[src/sv/pseg_pkg.sv]
// Package for the palette shade entry generator.
// Shared constants, register and format codes, and the lighting unit's
// request/response structs. No dependencies.
`default_nettype none

package pseg_pkg;

  localparam int DefaultPaletteDepth = 256;

  localparam int ChanW    = 8;
  localparam int ShadesW  = 9;
  localparam int EntryW   = 24;
  localparam int CfgIdxW  = 3;
  localparam int CfgDataW = 9;

  localparam logic OpLoad  = 1'b0;
  localparam logic OpQuery = 1'b1;

  localparam logic [CfgIdxW-1:0] CfgNumShades   = CfgIdxW'(0);
  localparam logic [CfgIdxW-1:0] CfgDestBase    = CfgIdxW'(1);
  localparam logic [CfgIdxW-1:0] CfgDestRange   = CfgIdxW'(2);
  localparam logic [CfgIdxW-1:0] CfgOutputFormat = CfgIdxW'(3);

  localparam logic [1:0] FmtIndex  = 2'd0;
  localparam logic [1:0] FmtRgb555 = 2'd1;
  localparam logic [1:0] FmtRgb565 = 2'd2;
  localparam logic [1:0] FmtRgb888 = 2'd3;

  localparam logic [ShadesW-1:0] ResetNumShades  = 9'd64;
  localparam logic [7:0]         ResetDestBase   = 8'd0;
  localparam logic [ShadesW-1:0] ResetDestRange  = 9'd256;

  localparam logic [7:0] EmptySearchIndex = 8'd127;
  localparam int         SearchLimit      = 255;

  typedef struct packed {
    logic               valid;
    logic [ChanW-1:0]   red;
    logic [ChanW-1:0]   green;
    logic [ChanW-1:0]   blue;
    logic [ChanW-1:0]   level;
    logic [ShadesW-1:0] shades;
  } light_req_t;

  typedef struct packed {
    logic             done;
    logic [ChanW-1:0] red;
    logic [ChanW-1:0] green;
    logic [ChanW-1:0] blue;
  } light_rsp_t;

endpackage

`default_nettype wire

[src/sv/pseg_light.sv]
// Lighting unit: one product per channel, then an 8-step restoring divide
// shared by three channel lanes. Depends on pseg_pkg.
`default_nettype none

module pseg_light (
  input  wire logic                 clk_i,
  input  wire logic                 rst_ni,
  input  wire pseg_pkg::light_req_t req_i,
  output pseg_pkg::light_rsp_t      rsp_o
);

  localparam logic [1:0] LIdle = 2'd0;
  localparam logic [1:0] LMul  = 2'd1;
  localparam logic [1:0] LDiv  = 2'd2;

  logic [1:0]  state_q, state_d;
  logic [2:0]  cnt_q, cnt_d;
  logic        done_q, done_d;

  logic [7:0]  chan_q [3];
  logic [7:0]  level_q;
  logic [8:0]  shades_q;
  logic [17:0] rem_q [3];
  logic [17:0] rem_d [3];
  logic [7:0]  quo_q [3];
  logic [7:0]  quo_d [3];
  logic [17:0] dsh_q, dsh_d;

  logic [9:0]  level4;
  logic [10:0] shades3;
  logic        low_ramp;
  logic [7:0]  ramp_diff;
  logic [15:0] prod_lo [3];
  logic [15:0] prod_hi [3];
  logic [7:0]  lit_chan [3];

  assign level4    = {level_q, 2'b00};
  assign shades3   = {1'b0, shades_q, 1'b0} + {2'b00, shades_q};
  assign low_ramp  = {1'b0, level4} < shades3;
  // upper ramp: 4s - 3T < T, so the low byte holds the whole difference
  assign ramp_diff = level4[7:0] - shades3[7:0];

  always_comb begin
    for (int i = 0; i < 3; i++) begin
      prod_lo[i] = level_q * chan_q[i];
      prod_hi[i] = ramp_diff * (8'd255 - chan_q[i]);
    end
  end

  always_comb begin
    state_d = state_q;
    cnt_d   = cnt_q;
    done_d  = 1'b0;
    dsh_d   = dsh_q;
    for (int i = 0; i < 3; i++) begin
      rem_d[i] = rem_q[i];
      quo_d[i] = quo_q[i];
    end
    unique case (state_q)
      LIdle: begin
        if (req_i.valid) begin
          state_d = LMul;
        end
      end
      LMul: begin
        dsh_d = low_ramp ? {shades3, 7'd0} : {1'b0, 1'b0, shades_q, 7'd0};
        for (int i = 0; i < 3; i++) begin
          rem_d[i] = low_ramp ? {prod_lo[i], 2'b00} : {2'b00, prod_hi[i]};
          quo_d[i] = '0;
        end
        cnt_d   = '0;
        state_d = LDiv;
      end
      LDiv: begin
        for (int i = 0; i < 3; i++) begin
          if (rem_q[i] >= dsh_q) begin
            rem_d[i] = rem_q[i] - dsh_q;
            quo_d[i] = {quo_q[i][6:0], 1'b1};
          end else begin
            quo_d[i] = {quo_q[i][6:0], 1'b0};
          end
        end
        dsh_d = dsh_q >> 1;
        cnt_d = cnt_q + 3'd1;
        if (cnt_q == 3'd7) begin
          done_d  = 1'b1;
          state_d = LIdle;
        end
      end
      default: begin
        state_d = LIdle;
      end
    endcase
  end

  always_ff @(posedge clk_i or negedge rst_ni) begin
    if (!rst_ni) begin
      state_q <= LIdle;
      cnt_q   <= '0;
      done_q  <= 1'b0;
    end else begin
      state_q <= state_d;
      cnt_q   <= cnt_d;
      done_q  <= done_d;
    end
  end

  always_ff @(posedge clk_i) begin
    if (state_q == LIdle && req_i.valid) begin
      chan_q[0] <= req_i.red;
      chan_q[1] <= req_i.green;
      chan_q[2] <= req_i.blue;
      level_q   <= req_i.level;
      shades_q  <= req_i.shades;
    end
    dsh_q <= dsh_d;
    for (int i = 0; i < 3; i++) begin
      rem_q[i] <= rem_d[i];
      quo_q[i] <= quo_d[i];
    end
  end

  // upper ramp adds the source channel back
  always_comb begin
    for (int i = 0; i < 3; i++) begin
      lit_chan[i] = low_ramp ? quo_q[i] : quo_q[i] + chan_q[i];
    end
  end

  assign rsp_o.done  = done_q;
  assign rsp_o.red   = lit_chan[0];
  assign rsp_o.green = lit_chan[1];
  assign rsp_o.blue  = lit_chan[2];

endmodule

`default_nettype wire

[config.mk]
export PLATFORM = sky130hd
export DESIGN_NAME = pseg_light
export DESIGN_NICKNAME = d
export VERILOG_FILES = /design/src/sv/pseg_pkg.sv /design/src/sv/pseg_light.sv
export SDC_FILE = /design/constraint.sdc
export NUM_CORES = 1
export LEC_CHECK = 0
export ABC_AREA = 1
export BUFFER_PORTS_ARGS = -buffer_cell sky130_fd_sc_hd__buf_2
export CORE_UTILIZATION = 40
export DETAILED_ROUTE_END_ITERATION = 7
export GPL_TIMING_DRIVEN = 1
export SLEW_MARGIN = 40
export SYNTH_ARGS = -nofsm -noshare
export SYNTH_HDL_FRONTEND = slang
export SYNTH_SLANG_ARGS = --single-unit
[constraint.sdc]
create_clock -name clk_i -period 6.37 [get_ports clk_i]
set_input_delay 0.637 -clock clk_i [delete_from_list [all_inputs] [get_ports clk_i]]
set_output_delay 0.637 -clock clk_i [all_outputs]
set_load 0.01 [all_outputs]
==> impl_metrics.tcl <==
set metrics [dict create \
    slew_viol_final 0 \
    final_core_util_pct 44.9 \
    yosysWarnings 0 \
    finalInstanceArea_mm2 0.0259 \
    postPlaceCellArea_mm2 0.0248 \
    area_growth_pct 10.8 \
    critical-path-slowest-cell "fa_2" \
    cts.htree.levels 4 \
    clock-sinks 143 \
    globalplace.congestion 0.905 \
    fp-row-count 88 \
    crit_arrival_ns 6.38 \
    cts_root_buf "clkbuf_16" \
    finalSetupViolCount 0 \
    synth-adder-area-share_pct 36.5 \
    path_class "flop to flop" \
    nets 3737 \
    synth_mux_area_share_pct 0 \
    finalCritPeriodShare_pct 96.2 \
    relSlewSlack_pct 39.9 \
    viasPerCell 5.05 \
    synthTopCellsByCount "715 x nand2_1, 649 x inv_1, 321 x ha_1, 235 x nor2_1, 226 x fa_1" \
    synth_top_family_by_area "adder cells" \
    fp.dieH_um 244 \
    skew_ns 0.0123 \
    synth_fp_nets 3670 \
    grt-ovfl-total 0 \
    wl_per_cell_um 17.0 \
    synth-xor-area-share_pct 4.31 \
    numCtsBuffers 17 \
    core_area_mm2 0.0577 \
    layout_min_cycle_time_ns 6.13 \
    drv_cap 0 \
    ys_seq_elements 143 \
    yosysMostFrequentCell "nand2_1" \
    rsz0062_at_grt "yes" \
    dieArea_mm2 0.0594 \
    cts_tree "built" \
    fmax_mhz 163 \
    synth_cell_type_count 43 \
    clkSlewWorstSetupHoldPaths_ns 0.07 \
    synthSimpleGateAreaFrac_pct 21.3 \
    yosys-top-cells-area "fa_1 19%, edfxtp_1 18%, ha_1 17%" \
    fin_tns_setup_ns 0 \
    status "completed" \
    grt_pass1_vias 19800 \
    synthArstFlopShare_pct 4.20 \
    yosysTopAreaCell "fa_1" \
    antenna_found_initial 3 \
    avgSynthCellArea_um2 7.60 \
    io_buffers 68 \
    hold_viol 0 \
    clk_latency_ns 0.49 \
    worstPathRequired_ns 6.62 \
    synth_top_area_share_pct 19.3 \
    diodes 0 \
    drt-initial-drc-count 1185 \
    syn-instance-count 3079 \
    drive_above_1_share_pct 8.17 \
    synth_edf_count 137 \
    ys_seq_area_share_pct 18.2 \
    wl_um 66800 \
    grtUsageTotal_pct 23.3 \
    ios 69 \
    synth_area_mm2 0.0234 \
    crit_fanout 10 \
    start_util_pct 40.5 \
    route.detailed.drc 0 \
    endpoint_kind "flop" \
    tightest_slew_ns 0.902 \
    synth_compound_area_share_pct 7.24 \
    grt_pass1_wl_um 107000 \
    yosys_most_used_dff "edfxtp_1" \
    start_kind "flop" \
    grt_max_degree 75 \
    via_count 19800 \
    die_w_um 244 \
    critPathMaxStageDelay_ns 0.56 \
    clockBufferDepth 2 \
    ant_nets 0 \
    hp-class "primary input to flop" \
    dr.pass1.iters 5 \
    dpl.hpwl_um 52000 \
]
==> worst max-delay path: cells and delay by family (launching register included) <==
| kind | cells | cell delay [ns] |
|---|---|---|
| XOR/XNOR | 2 | 0.41 |
| buffers and inverters | 5 | 0.44 |
| AND/OR/NAND/NOR | 14 | 1.20 |
| AO/OA/AOI/OAI | 2 | 0.24 |
| flip-flops | 1 | 0.46 |
| adder cells (fa/ha/maj) | 8 | 3.13 |
==> logic make-up after synthesis <==
logic type / after synthesis
DFF: 143
xor gates and xnor gates: 115
and+or+nand+nor: 1212
adders and majority gates: 547
AOI/OAI and AO/OA: 305
buffers and inverters: 757
==> flip-flops by register name, indices dropped and copies added, names as in the netlist <==
signal,count
quo_q,24
cnt_q,3
done_q,1
shades_q,9
level_q,8
rem_q,54
chan_q,24
dsh_q,18
state_q,2
==> final timing paths <==
path,start,depth (start not counted),to,slack (ns)
worst max-delay path,shades_q[1],31,rem_q[0][30],0.24
worst min-delay path,req_i[34],1,chan_q[0][1],0.32
worst max register to register,shades_q[1],31,rem_q[0][30],0.24
worst min register to register,cnt_q[0],1,cnt_q[0],0.49
max in group asynchronous,rst_ni,2,state_q[1],5.70
min in group asynchronous,rst_ni,2,done_q,0.53
==> final cells by class <==
class	count	area, um2
clock buffer	17	425
clock inverter	15	189
fill	5904	31800
inverter	655	2460
multi-input combinational	2179	16600
sequential	143	4260
tap	765	957
timing repair buffer	150	1060
==> metal layers <==
layer | global-route usage [%] | up-vias | share of wire [%] | wire (um)
met5 | 0 | - | 0 | 0
met1 | 31.0 | 9563 | 45 | 30100
li1 | - | 9752 | - | -
met2 | 39.5 | 447 | 48 | 31800
met4 | 6.65 | 0 | 2.4 | 1640
met3 | 2.94 | 72 | 5.0 | 3340
==> metrics by stage <==
stage               setup WS [ns]  hold WS (ns)  std cells
floorplan                   0.237         0.341       3079
detailed placement        -0.0280         0.471       3873
finish                      0.241         0.318       3924
global placement           0.0303         0.471       3873
global route              -0.0574         0.298       3924
CTS                       0.00120         0.292       3906
==> cell usage in the layout, fill, tap and decap left out, drive strengths merged, types with 7 or more instances in the layout <==
cell	synthesis	routed
a31oi	10	10
o21bai	13	13
buf	18	148
nor4	7	7
o21ai	93	93
nor2	236	236
inv	651	661
nand3	188	188
a21oi	143	143
ha	321	321
nand2	717	717
nand4	22	22
nand3b	9	9
edfxtp	137	137
clkbuf	84	18
xnor2	21	21
a21o	23	23
nor3	27	27
fa	226	226
xor2	94	94
==> timing repair <==
item / CTS / global route
hold buffers: 1 / 0
resized for setup: 2 / 65
setup endpoints to repair: 6 / 25
endpoints found under the hold margin: 6 / 0
pin swaps: 1 / 47
setup buffers: 0 / 12
gates cloned: 0 / 1
Power is left out: the tool's default activity adds up to more than one toggle a clock period on the data nets, which glitch-free logic cannot reach.
